<file path="config.mk">
export PLATFORM = sky130hd
export DESIGN_NAME = tap_and_clock_tempo_tracker_unit
export DESIGN_NICKNAME = d
export VERILOG_FILES = /design/src/rtl/core/ttt_pkg.sv /design/src/rtl/core/ttt_div.sv /design/src/rtl/core/tap_and_clock_tempo_tracker_unit.sv
export SDC_FILE = /design/constraint.sdc
export NUM_CORES = 2
export LEC_CHECK = 0
export BUFFER_PORTS_ARGS = -buffer_cell sky130_fd_sc_hd__buf_2
export CAP_MARGIN = 10
export CORE_ASPECT_RATIO = 2
export CORE_MARGIN = 2
export CORE_UTILIZATION = 40
export DETAILED_ROUTE_END_ITERATION = 6
export HOLD_SLACK_MARGIN = 0.1
export PLACE_DENSITY = 0.53
export SLEW_MARGIN = 30
export SYNTH_ARGS = -nofsm -noshare
export SYNTH_HDL_FRONTEND = slang
export SYNTH_SLANG_ARGS = --single-unit
</file>
<file path="constraint.sdc">
create_clock -name clk -period 20.4 [get_ports clk]
set_input_delay 1.02 -clock clk [delete_from_list [all_inputs] [get_ports clk]]
set_output_delay 1.02 -clock clk [all_outputs]
set_load 0.02 [all_outputs]
</file>
<file path="src/rtl/core/ttt_pkg.sv">
//------------------------------------------------------------------------------
// ttt_pkg
// Shared types and constants of the tap and clock tempo tracker.
//------------------------------------------------------------------------------
`timescale 1ns / 1ps

package ttt_pkg;

  localparam int RING_DEPTH = 24;
  localparam int RING_HALF  = RING_DEPTH / 2;
  localparam int RING_AW    = $clog2(RING_DEPTH);
  localparam int SUM_W      = 20 + $clog2(RING_DEPTH + 1);

  localparam int TEMPO_W = 28;
  localparam int DEN_W   = 23;   // 125 * ratio_q12
  localparam int IVX_W   = 34;   // interval * 3

  localparam logic [TEMPO_W-1:0] TEMPO_MAX   = {TEMPO_W{1'b1}};
  localparam logic [TEMPO_W-1:0] TEMPO_RESET = 28'd128000000;
  localparam logic [15:0]        COEF_FAST   = 16'd32768;
  localparam logic [15:0]        COEF_SLOW   = 16'd721;
  localparam logic [TEMPO_W-1:0] HOLD_BAND   = 28'd1280;
  localparam logic [4:0]         PPQ_LONG    = 5'd24;
  localparam logic [25:0]        CLK_LO_LIM  = 26'd960;
  localparam logic [25:0]        CLK_HI_LIM  = 26'd288000;
  localparam logic [6:0]         DEN_MUL     = 7'd125;

  typedef enum logic [1:0] {
    FN_TAP   = 2'd0,
    FN_CLOCK = 2'd1,
    FN_TICK  = 2'd2,
    FN_SET   = 2'd3
  } ttt_func_t;

  typedef enum logic [2:0] {
    REG_MIN_TAP = 3'd0,
    REG_MAX_TAP = 3'd1,
    REG_TOL     = 3'd2,
    REG_RATIO   = 3'd3,
    REG_PPQ     = 3'd4
  } ttt_reg_t;

  typedef enum logic [3:0] {
    ST_IDLE,
    ST_TAP_MUL,
    ST_TAP_DEC,
    ST_TAP_DIV,
    ST_CLK_CHK,
    ST_CLK_SUM,
    ST_CLK_DRAIN,
    ST_CLK_FIN,
    ST_TICK_MUL,
    ST_TICK_ADD,
    ST_TICK_HOLD,
    ST_SET,
    ST_DONE
  } ttt_state_t;

  typedef struct packed {
    logic               start;
    logic [DEN_W-1:0]   rem_init;
    logic [TEMPO_W-1:0] low_init;
    logic [DEN_W-1:0]   den;
  } ttt_div_req_t;

endpackage

</file>
<file path="src/rtl/core/ttt_div.sv">
//------------------------------------------------------------------------------
// ttt_div
// Restoring divider, one quotient bit per cycle, 28-bit quotient.
//------------------------------------------------------------------------------
`timescale 1ns / 1ps

module ttt_div
  import ttt_pkg::*;
(
  input  logic               clk,
  input  logic               rst_n,
  input  ttt_div_req_t       req,
  output logic               done,
  output logic [TEMPO_W-1:0] quot
);

  localparam int CNT_W = $clog2(TEMPO_W);

  logic [DEN_W-1:0]   rem_r, rem_nxt;
  logic [TEMPO_W-1:0] low_r, low_nxt;
  logic [DEN_W-1:0]   den_r;
  logic [CNT_W-1:0]   cnt_r;
  logic               busy_r, done_r;
  logic [DEN_W:0]     trial;
  logic               qbit;

  always_comb begin
    trial   = {rem_r, low_r[TEMPO_W-1]};
    qbit    = (trial >= {1'b0, den_r});
    rem_nxt = qbit ? DEN_W'(trial - {1'b0, den_r}) : trial[DEN_W-1:0];
    low_nxt = {low_r[TEMPO_W-2:0], qbit};
  end

  always_ff @(posedge clk) begin
    if (!rst_n) begin
      busy_r <= 1'b0;
      done_r <= 1'b0;
      cnt_r  <= '0;
    end else begin
      done_r <= 1'b0;
      if (req.start) begin
        busy_r <= 1'b1;
        cnt_r  <= '0;
      end else if (busy_r) begin
        cnt_r <= cnt_r + 1'b1;
        if (cnt_r == CNT_W'(TEMPO_W - 1)) begin
          busy_r <= 1'b0;
          done_r <= 1'b1;
        end
      end
    end
  end

  always_ff @(posedge clk) begin
    if (req.start) begin
      rem_r <= req.rem_init;
      low_r <= req.low_init;
      den_r <= req.den;
    end else if (busy_r) begin
      rem_r <= rem_nxt;
      low_r <= low_nxt;
    end
  end

  assign done = done_r;
  assign quot = low_r;

endmodule

</file>
<file path="src/rtl/core/tap_and_clock_tempo_tracker_unit.sv">
//------------------------------------------------------------------------------
// tap_and_clock_tempo_tracker_unit
// Delay tempo tracker fed by taps, clock periods, smoothing ticks and loads.
//------------------------------------------------------------------------------
// One item in, one result out, one item at a time. An accepted clock pulse
// reads every ring entry of the current mode from the period memory, one ring
// entry per cycle; a clock pulse outside its window skips the ring. A tap runs
// the serial divider when it yields a new tempo; a saturated tempo skips it.
// The next item is accepted as soon as the result is registered, even while
// that result still waits on out_tready. Ring entries never written read as
// zero through per-entry valid bits cleared at reset; no clearing pass.
`timescale 1ns / 1ps

module tap_and_clock_tempo_tracker_unit
  import ttt_pkg::*;
(
  input  logic        clk,
  input  logic        rst_n,
  // config write port
  input  logic        cfg_we,
  input  logic [2:0]  cfg_index,
  input  logic [31:0] cfg_wdata,
  // input items
  input  logic        in_tvalid,
  output logic        in_tready,
  input  logic [79:0] in_tdata,   // time_us[31:0], clock_period[51:32], tempo_value[79:52]
  input  logic [1:0]  in_tuser,   // func[1:0]
  // results
  output logic        out_tvalid,
  input  logic        out_tready,
  output logic [87:0] out_tdata,  // tempo_now[27:0], delay_length[55:28], last_interval_us[87:56]
  output logic [0:0]  out_tuser   // tempo_updated[0]
);

  // configuration
  logic [31:0] min_r, max_r;
  logic [15:0] tol_r, ratio_r;
  logic [4:0]  ppq_r;

  // tracker state
  logic [31:0]        last_tap_r, last_int_r;
  logic               first_r;
  logic [TEMPO_W-1:0] tempo_r, smooth_r, held_r;
  logic [RING_AW-1:0] idx_r;

  // latched item
  logic [31:0]        time_r;
  logic [19:0]        per_r;
  logic [TEMPO_W-1:0] tval_r;

  // working registers
  logic [31:0]        iv_r;
  logic [IVX_W-1:0]   ivx_r;
  logic [47:0]        rhs_r;
  logic [DEN_W-1:0]   den_r;
  logic [SUM_W-1:0]   sum_r;
  logic [RING_AW-1:0] cnt_r;
  logic               rd_v_r;
  logic [43:0]        m_r;
  logic               neg_r;
  logic               upd_r;

  // output register
  logic        out_v_r;
  logic        out_upd_r;
  logic [87:0] out_data_r;

  ttt_state_t state_r, state_nxt;

  // ring memory
  logic [19:0]           ring_mem [RING_DEPTH];
  logic [RING_DEPTH-1:0] ring_vld_r;
  logic [19:0]           rd_data_r;
  logic                  rd_vld_r;
  logic                  mem_we, mem_re, div_start, res_load;

  // combinational helpers
  logic               in_acc, lng;
  logic [31:0]        iv;
  logic               in_rng, tol_fail, sat_tap;
  logic [25:0]        lo_prod, hi_prod;
  logic               clk_ok;
  logic [RING_AW-1:0] idx_new, last_cnt;
  logic [SUM_W-1:0]   clk_val;
  logic               clk_sat, clk_upd;
  logic [TEMPO_W:0]   sm_diff;
  logic [44:0]        m_up;
  logic [TEMPO_W-1:0] hold_diff;
  logic [TEMPO_W-1:0] div_quot;
  logic               div_done;
  ttt_div_req_t       div_req;

  assign in_acc = in_tvalid && in_tready;
  assign lng    = (ppq_r == PPQ_LONG);

  always_comb begin
    iv       = time_r - last_tap_r;
    in_rng   = (min_r <= iv_r) && (iv_r <= max_r);
    tol_fail = !first_r && ({2'b00, iv_r, 14'd0} >= rhs_r);
    // quotient would not fit in 28 bits (also covers a zero ratio)
    sat_tap  = ({4'd0, den_r} <= ivx_r[IVX_W-1:7]);

    // period window [960/ppq, 288000/ppq] without dividing
    lo_prod  = (26'(per_r) + 26'd1) * 26'(ppq_r);
    hi_prod  = 26'(per_r) * 26'(ppq_r);
    clk_ok   = (lo_prod > CLK_LO_LIM) && (hi_prod <= CLK_HI_LIM);

    if (lng) begin
      idx_new  = (idx_r == RING_AW'(RING_DEPTH - 1)) ? '0 : RING_AW'(idx_r + 1'b1);
      last_cnt = RING_AW'(RING_DEPTH - 1);
      clk_val  = sum_r;
      clk_upd  = (idx_r == '0) || (idx_r == RING_AW'(RING_HALF));
    end else begin
      idx_new  = {{(RING_AW-1){1'b0}}, ~idx_r[0]};
      last_cnt = RING_AW'(1);
      clk_val  = sum_r >> 1;
      clk_upd  = 1'b1;
    end
    clk_sat = (clk_val[SUM_W-1:20] != '0);

    sm_diff   = {1'b0, tempo_r} - {1'b0, smooth_r};
    m_up      = {1'b0, m_r} + 45'd65535;
    hold_diff = (smooth_r >= held_r) ? smooth_r - held_r : held_r - smooth_r;
  end

  // next state
  always_comb begin
    state_nxt = state_r;
    case (state_r)
      ST_IDLE: begin
        if (in_acc) begin
          case (ttt_func_t'(in_tuser))
            FN_TAP:   state_nxt = ST_TAP_MUL;
            FN_CLOCK: state_nxt = ST_CLK_CHK;
            FN_TICK:  state_nxt = ST_TICK_MUL;
            default:  state_nxt = ST_SET;
          endcase
        end
      end
      ST_TAP_MUL:   state_nxt = ST_TAP_DEC;
      ST_TAP_DEC:   state_nxt = (in_rng && !tol_fail && !sat_tap) ? ST_TAP_DIV : ST_DONE;
      ST_TAP_DIV:   state_nxt = div_done ? ST_DONE : ST_TAP_DIV;
      ST_CLK_CHK:   state_nxt = clk_ok ? ST_CLK_SUM : ST_DONE;
      ST_CLK_SUM:   state_nxt = (cnt_r == last_cnt) ? ST_CLK_DRAIN : ST_CLK_SUM;
      ST_CLK_DRAIN: state_nxt = ST_CLK_FIN;
      ST_CLK_FIN:   state_nxt = ST_DONE;
      ST_TICK_MUL:  state_nxt = ST_TICK_ADD;
      ST_TICK_ADD:  state_nxt = ST_TICK_HOLD;
      ST_TICK_HOLD: state_nxt = ST_DONE;
      ST_SET:       state_nxt = ST_DONE;
      ST_DONE:      state_nxt = (!out_v_r || out_tready) ? ST_IDLE : ST_DONE;
      default:      state_nxt = ST_IDLE;
    endcase
  end

  // control outputs
  always_comb begin
    in_tready = 1'b0;
    mem_we    = 1'b0;
    mem_re    = 1'b0;
    div_start = 1'b0;
    res_load  = 1'b0;
    case (state_r)
      ST_IDLE:    in_tready = 1'b1;
      ST_TAP_DEC: div_start = in_rng && !tol_fail && !sat_tap;
      ST_CLK_CHK: mem_we    = clk_ok;
      ST_CLK_SUM: mem_re    = 1'b1;
      ST_DONE:    res_load  = !out_v_r || out_tready;
      default:    ;
    endcase
  end

  always_comb begin
    div_req.start    = div_start;
    div_req.rem_init = ivx_r[DEN_W+6:7];
    div_req.low_init = {ivx_r[6:0], 21'd0};
    div_req.den      = den_r;
  end

  ttt_div u_div (
    .clk   (clk),
    .rst_n (rst_n),
    .req   (div_req),
    .done  (div_done),
    .quot  (div_quot)
  );

  // ring memory, one write and one registered read per cycle
  always_ff @(posedge clk) begin
    if (mem_we) ring_mem[idx_new] <= per_r;
    if (mem_re) begin
      rd_data_r <= ring_mem[cnt_r];
      rd_vld_r  <= ring_vld_r[cnt_r];
    end
  end

  // configuration and control state
  always_ff @(posedge clk) begin
    if (!rst_n) begin
      min_r      <= '0;
      max_r      <= '1;
      tol_r      <= 16'd16384;
      ratio_r    <= 16'd4096;
      ppq_r      <= PPQ_LONG;
      state_r    <= ST_IDLE;
      out_v_r    <= 1'b0;
      ring_vld_r <= '0;
      rd_v_r     <= 1'b0;
    end else begin
      if (cfg_we) begin
        case (ttt_reg_t'(cfg_index))
          REG_MIN_TAP: min_r   <= cfg_wdata;
          REG_MAX_TAP: max_r   <= cfg_wdata;
          REG_TOL:     tol_r   <= cfg_wdata[15:0];
          REG_RATIO:   ratio_r <= cfg_wdata[15:0];
          REG_PPQ:     ppq_r   <= cfg_wdata[4:0];
          default:     ;
        endcase
      end
      state_r <= state_nxt;
      rd_v_r  <= mem_re;
      if (mem_we) ring_vld_r[idx_new] <= 1'b1;
      if (res_load)        out_v_r <= 1'b1;
      else if (out_tready) out_v_r <= 1'b0;
    end
  end

  // tracker state
  always_ff @(posedge clk) begin
    if (!rst_n) begin
      last_tap_r <= '0;
      last_int_r <= '0;
      first_r    <= 1'b0;
      tempo_r    <= TEMPO_RESET;
      smooth_r   <= '0;
      held_r     <= '0;
      idx_r      <= '0;
    end else begin
      case (state_r)
        ST_TAP_MUL: last_tap_r <= time_r;
        ST_TAP_DEC: begin
          if (in_rng) begin
            if (tol_fail) begin
              first_r <= 1'b1;
            end else begin
              first_r    <= 1'b0;
              last_int_r <= iv_r;
              if (sat_tap) tempo_r <= TEMPO_MAX;
            end
          end else if (iv_r > max_r) begin
            first_r <= 1'b1;
          end
        end
        ST_TAP_DIV: if (div_done) tempo_r <= div_quot;
        ST_CLK_CHK: if (clk_ok) idx_r <= idx_new;
        ST_CLK_FIN: begin
          if (clk_upd) tempo_r <= clk_sat ? TEMPO_MAX : {clk_val[19:0], 8'd0};
        end
        ST_TICK_ADD: begin
          if (neg_r) smooth_r <= smooth_r - m_up[TEMPO_W+15:16];
          else       smooth_r <= smooth_r + m_r[TEMPO_W+15:16];
        end
        ST_TICK_HOLD: if (hold_diff > HOLD_BAND) held_r <= smooth_r;
        ST_SET: tempo_r <= tval_r;
        default: ;
      endcase
    end
  end

  // item latch and datapath registers
  always_ff @(posedge clk) begin
    if (in_acc) begin
      time_r <= in_tdata[31:0];
      per_r  <= in_tdata[51:32];
      tval_r <= in_tdata[79:52];
      upd_r  <= 1'b0;
    end
    case (state_r)
      ST_TAP_MUL: begin
        iv_r  <= iv;
        ivx_r <= {2'b00, iv} + {1'b0, iv, 1'b0};
        rhs_r <= tol_r * last_int_r;
        den_r <= DEN_W'(DEN_MUL) * DEN_W'(ratio_r);
      end
      ST_TAP_DEC:  upd_r <= in_rng && !tol_fail;
      ST_CLK_CHK:  sum_r <= '0;
      ST_CLK_FIN:  upd_r <= clk_upd;
      ST_TICK_MUL: begin
        neg_r <= sm_diff[TEMPO_W];
        m_r   <= (sm_diff[TEMPO_W] ? TEMPO_W'(-sm_diff) : sm_diff[TEMPO_W-1:0])
                 * (lng ? COEF_FAST : COEF_SLOW);
      end
      ST_SET:      upd_r <= 1'b1;
      default:     ;
    endcase
    if (state_r == ST_CLK_CHK)       cnt_r <= '0;
    else if (state_r == ST_CLK_SUM)  cnt_r <= cnt_r + 1'b1;
    if (rd_v_r && rd_vld_r) sum_r <= sum_r + SUM_W'(rd_data_r);
    if (res_load) begin
      out_upd_r  <= upd_r;
      out_data_r <= {last_int_r, held_r, tempo_r};
    end
  end

  assign out_tvalid = out_v_r;
  assign out_tdata  = out_data_r;
  assign out_tuser  = out_upd_r;

endmodule

</file>
Word-level counts from Yosys, hierarchy flattened

Memories as Yosys holds them, arrays and structs flattened. A register that Yosys moved wholly into a read port is not among the register bits.
Index checks and enable logic that the tools add are counted.
Widths: inputs -> output; s select.

Register bits: 749
Memory bits (writable): 480
Output and inout port bits: 91
Logic and storage cells: 197
Memories: 1

Memories:

| memory   | words | bits a word | read ports | clocked after memory_dff | wr ports | line                                   | RTL |
|---|---|---|---|---|---|---|---|
| ring_mem | 24    | 20          | 1          | 1                        | 1        | tap_and_clock_tempo_tracker_unit.sv:71 | `logic [19:0] ring_mem [RING_DEPTH];` |

Add/sub/neg operators: 15
Multipliers: 5
$lt $le $gt $ge: 13
Eq/ne operators: 29
Multiplexer cells: 53
Bitwise logic cells: 5
Reduce and logical (&&, ||, !) cells: 38

Operators with widths:

| cell                   | count |
|---|---|
| $mux 28                | 11 |
| $pmux 28 s4            | 1 |
| $sub 28x28->28         | 3 |
| $mux 25                | 3 |
| $mux 23                | 3 |
| $le 32x32->1           | 2 |
| $ge 46x48->1           | 1 |
| $mul 16x32->48         | 1 |
| $add 44x16->44 const B | 1 |
| $mul 28x16->44         | 1 |
| $pmux 4 s11            | 1 |
| $add 32x33->34         | 1 |
| $gt 32x32->1           | 1 |
| $sub 32x32->32         | 1 |
| $sub 28x28->29         | 1 |
| $add 28x28->28         | 1 |
| $ge 28x28->1           | 1 |
| $gt 28x11->1 const B   | 1 |
| $neg 28->28            | 1 |
| $le 23x27->1           | 1 |
| $gt 26x10->1 const B   | 1 |
| $mul 21x5->26          | 1 |
| $add 25x20->25         | 1 |
| $le 25x19->1 const B   | 1 |
| 48 further kinds       | 117 |

Depth between registers and ports, before layout

Depth in word-level cells: 8
Mapped depth: 39
Depth with buffers taken out: 39

By module

From an unflattened synthesis, not the netlist that was laid out.

Cells, all modules: 8504
Area, all modules: 90937.2 um^2

By module, submodules not included:

| module                           | instances | cells an instance | area an instance (um^2) | sequential area each (um^2) |
|---|---|---|---|---|
| tap_and_clock_tempo_tracker_unit | 1         | 8116              | 86394.1                 | 32140.8 |
| ttt_div                          | 1         | 388               | 4543.1                  | 2362.3 |

Worst setup path after synthesis

OpenSTA, ideal clock, no wires.

Kind: register -> register
Start point: register per_r[2]
End point: memory ring_mem[5][0] (enable)
Arrival time: 8.359 ns
Data required time: 19.944 ns
Slack: 11.586 ns
Cell stages (with the launch flop): 27
Buffers on the path: 3
Path through: edfxtp_1 -> clkbuf_1 -> and3_1 -> and2_1 -> and3_1 -> nand2_1 -> xnor2_1 -> nand2_1 -> fa_1 -> inv_1 -> fa_1 -> fa_1 -> ha_1 -> a21o_1 -> a21o_1 -> a21oi_1 -> o21ai_0 -> o2111ai_1 -> nand3_1 -> nand3_1 -> and4b_1 -> nor4_1 -> or4b_1 -> or2_1 -> buf_2 -> buf_6 -> nor4b_1

Cells in the longest elaborated chain, start to end: 7

Ends and longest elaborated chain:

| item                             | line                                    | RTL |
|---|---|---|
| start: declaration               | tap_and_clock_tempo_tracker_unit.sv:48  | `logic [19:0] per_r;` |
| start signal: assignment         | tap_and_clock_tempo_tracker_unit.sv:274 | `per_r <= in_tdata[51:32];` |
| $add 20x1->21                    | tap_and_clock_tempo_tracker_unit.sv:104 | `lo_prod = (26'(per_r) + 26'd1) * 26'(ppq_r);` |
| $mul 21x5->26                    | tap_and_clock_tempo_tracker_unit.sv:104 |  |
| $gt 26x10->1                     | tap_and_clock_tempo_tracker_unit.sv:106 | `clk_ok = (lo_prod > CLK_LO_LIM) && (hi_prod <= CLK_HI_LIM);` |
| $logic_and 1x1->1 (*)            | tap_and_clock_tempo_tracker_unit.sv:106 |  |
| $mux 1 (*)                       | tap_and_clock_tempo_tracker_unit.sv:163 | `case (state_r)` |
| $mux 1 (*)                       | tap_and_clock_tempo_tracker_unit.sv:190 | `if (mem_we) ring_mem[idx_new] <= per_r;` |
| $mux 1 (not written as such) (*) | tap_and_clock_tempo_tracker_unit.sv:190 |  |
| end: declaration                 | tap_and_clock_tempo_tracker_unit.sv:71  |  |

Every way passes the cells marked *; elsewhere a longest branch is shown, timed or not.

Worst setup path in the final report

Start point: register tempo_r[0]
End point: register m_r[32] (data pin)

Cells in the longest elaborated chain, start to end: 4

Ends and longest elaborated chain:

| item                     | line                                    | RTL |
|---|---|---|
| start: declaration       | tap_and_clock_tempo_tracker_unit.sv:43  | `logic [TEMPO_W-1:0] tempo_r, smooth_r, held_r;` |
| start signal: assignment | tap_and_clock_tempo_tracker_unit.sv:254 | `ST_TAP_DIV: if (div_done) tempo_r <= div_quot;` |
| start signal: assignment | tap_and_clock_tempo_tracker_unit.sv:257 | `if (clk_upd) tempo_r <= clk_sat ? TEMPO_MAX : {clk_val[19:0], 8'd0};` |
| start signal: assignment | tap_and_clock_tempo_tracker_unit.sv:264 | `ST_SET: tempo_r <= tval_r;` |
| $sub 28x28->29 (*)       | tap_and_clock_tempo_tracker_unit.sv:121 | `sm_diff = {1'b0, tempo_r} - {1'b0, smooth_r};` |
| $neg 28->28              | tap_and_clock_tempo_tracker_unit.sv:290 | `m_r <= (sm_diff[TEMPO_W] ? TEMPO_W'(-sm_diff) : sm_diff[TEMPO_W-1:0])` |
| $mux 28 (*)              | tap_and_clock_tempo_tracker_unit.sv:290 |  |
| $mul 28x16->44 (*)       | tap_and_clock_tempo_tracker_unit.sv:291 | `* (lng ? COEF_FAST : COEF_SLOW);` |
| end signal: assignment   | tap_and_clock_tempo_tracker_unit.sv:290 |  |
| end: declaration         | tap_and_clock_tempo_tracker_unit.sv:59  | `logic [43:0] m_r;` |

Marks and branches as above.
A chain may end at the register's enable or synchronous reset.

==> flow_summary.toml <==
[outcome]
status = "completed"

[pwr]
p_per_area_nw_per_um2 = 137
irDropWorstVdd_mv = 0.118
leakage_nw = 41.7

[die]
row_count = 247
design.portCount = 213
core-area_um2 = 227000
die_area_um2 = 232000
fp.dieW_um = 342
fp.dieH_um = 679
start_util_pct = 40.2

[yosys]
yosys.area.top_type = "edfxtp_1"
synth_edf_count = 930
postSynth.asyncResetShare_pct = 0
synth.distinct_cells = 94
synth_flop_cell = "edfxtp_1"
yosysTopAreaCellShare_pct = 30.6
synth_area_leaders = "edfxtp_1, fa_1, ha_1"
yosysSeqAreaShare_pct = 37.6
synthCells = 8668
ys_warn_count = 0
synthesis.area_um2 = 91200
synth_fp_nets = 10200
synth_area_per_cell_um2 = 10.5
synth-seq-cells = 1248

[placement]
dpl_worst_slack_ps = 9780
gp_congestion = 0.949
io_buffers = 212
dp_hpwl_um = 227000
place_area_um2 = 95900

[global_routing]
grt.total_usage_pct = 24.8
grt-ovfl-total = 0
grt_busiest_layer = "met2"
grt_pass1_vias = 68900
gr-usage-met2_pct = 48.6
antenna_found_initial = 12
grt_max_degree = 107
met3_usage_pct = 2.23
grt_first_pass_wirelength_um = 430000
met1_usage_pct = 25.8

[timing]
rsz0062_at_grt = "false"
setup_ws_ps = 9800
period_needed_ps = 10600
worst_pin_slew_ps = 1110
finalSetupTns_ps = 0
fin_skew_ps = 102
setup_viol = 0
fin_crit_sh_pct = 52.0
fmax_mhz = 94.3
hold_slack_ps = 393
maxSlewViolCount = 0
relSlewSlack_pct = 25.9
hold_violations = 0

[finish]
n_fill_cell = 21500
nNetsFinal = 10300
fin_util_pct = 44.1
finish.instance_area_um2 = 100000
area_growth_pct = 9.71
drive_gt1_share_pct = 9.03
seq_area_um2 = 34300
multi_input_area_um2 = 51900

[route]
finalWirelength_um = 287000
drt_pass1_iterations = 6
drt.antenna.violating_nets = 0
drc = 0
wl_per_cell_um = 24.1
dr.first_iter.drc_count = 3847
viasPerCell = 5.47
via_count = 65000

[critical_path]
endpoint_kind = "register"
path_max_fanout = 16
r2r_slack_ps = 9800
setup.worst_path.start_class = "register"
arrival_ps = 11130
critPathRequiredTime_ps = 20930
crit_type = "reg2reg"
max_stage_delay_ps = 650
slowest_stage = "o41ai_2"

[clock_tree]
cts-root-buf = "clkbuf_16"
clk_latency_ps = 810
clock-sinks = 1248
cts_setup_buffers = 0
cts_resized = 0
cts_tree = "done"
cts_made_buffers = 120
ctsHoldBuffers = 0
cts_buffer_depth = 3
path_clk_slew_ps = 70
htreeDepth = 3

[run]
max-cap-violations = 0

[min_path]
hp-class = "in2reg"
logic make-up after synthesis:
family,after synthesis,synth area share (%)
buffers and inverters,1362,5.69
adder cells (fa/ha/maj),1426,25.2
other,1,0.00411
AO/OA/AOI/OAI,1481,10.4
flip-flops,1248,37.6
AND/OR/NAND/NOR,2546,12.9
multiplexers,255,4.82
XOR/XNOR,349,3.38
registers in the layout (all words and copies together), names as in the netlist, 32 cells and up:
| register | count |
|---|---|
| iv_r | 32 |
| ivx_r | 33 |
| last_int_r | 32 |
| last_tap_r | 32 |
| m_r | 44 |
| max_r | 32 |
| min_r | 32 |
| out_tdata | 88 |
| rhs_r | 48 |
| ring_mem | 480 |
| time_r | 32 |
routing by layer:
layer	share of wire, %	vias up
li1	-	30100
met1	35	33000
met2	56	1441
met3	3.1	558
met4	5.7	2
met5	0.0045	-
path summary, 6_finish.rpt:
path	start	endpoint	cells after the start
min reg2reg	den_r[2]$_DFFE_PP_	u_div.den_r[2]$_DFFE_PP_	0
max reg2reg	tempo_r[0]$_SDFFE_PN0P_	m_r[32]$_DFFE_PN_	38
min	in_tdata[53]	tval_r[1]$_DFFE_PP_	1
max	tempo_r[0]$_SDFFE_PN0P_	m_r[32]$_DFFE_PN_	38
area by class of cell:
cell class              instances  share of cell area (%)
flip-flops and latches       1248                    34.3
well taps                    2988                    3.74
inverters                    1010                    3.80
multi-input cells            6058                    51.9
diodes                          3                 0.00751
clock inverters                78                   0.857
repair buffers                354                    2.17
clock buffers                 148                    3.21
cells in the mapped netlist, drive strengths merged, types with 35 or more instances:
| master | instances |
|---|---|
| nand2 | 1100 |
| inv | 1008 |
| edfxtp | 930 |
| ha | 746 |
| fa | 680 |
| a21oi | 526 |
| nor2 | 518 |
| dfxtp | 318 |
| and2 | 301 |
| clkbuf | 299 |
| o21ai | 242 |
| xnor2 | 227 |
| a21o | 182 |
| mux4 | 147 |
| xor2 | 121 |
| nor3 | 115 |
| nand3 | 111 |
| mux2i | 103 |
| nand4 | 67 |
| nand2b | 66 |
| nor2b | 65 |
| a31oi | 59 |
| and3 | 58 |
| o21a | 58 |
| o211ai | 57 |
| buf | 53 |
| o21bai | 45 |
| o31ai | 43 |
| a211oi | 41 |
| nor4 | 36 |
| or3 | 35 |
placed cells by master, fill, tap and decap left out, types with 109 or more instances in the layout:
master     instances
fa_1             680
and2_1           300
buf_4            139
nor2_1           513
dfxtp_1          310
o21ai_0          236
xor2_1           121
nand2_1         1098
buf_2            211
edfxtp_1         930
ha_1             746
clkbuf_16        121
a21oi_1          523
xnor2_1          226
nand3_1          109
mux4_2           147
a21o_1           182
inv_1           1007
per-stage QoR:
| step | power, W | instances |
|---|---|---|
| after floorplan | 0.00902 | 8668 |
| after global placement | 0.0113 | 11700 |
| after detailed placement | 0.0114 | 11700 |
| after CTS | 0.0138 | 11900 |
| after global routing | 0.0147 | 11900 |
| final | 0.0137 | 11900 |
power by group:
group          leakage (nW)  internal [W]  switching, W  total [W]
logic                  28.8       0.00292       0.00481    0.00773
registers              11.0       0.00335      0.000301    0.00365
clock network          1.96       0.00126       0.00108    0.00234
worst max-delay path: cells and delay by family, from the launching register on:
family	cells	cell delay, ps
compound gates	17	4380
xor+xnor	2	390
fa+ha+maj	9	3500
buf+inv	6	760
flops	1	360
simple gates	4	950
Note: power is estimated with default switching activity, not from simulation.
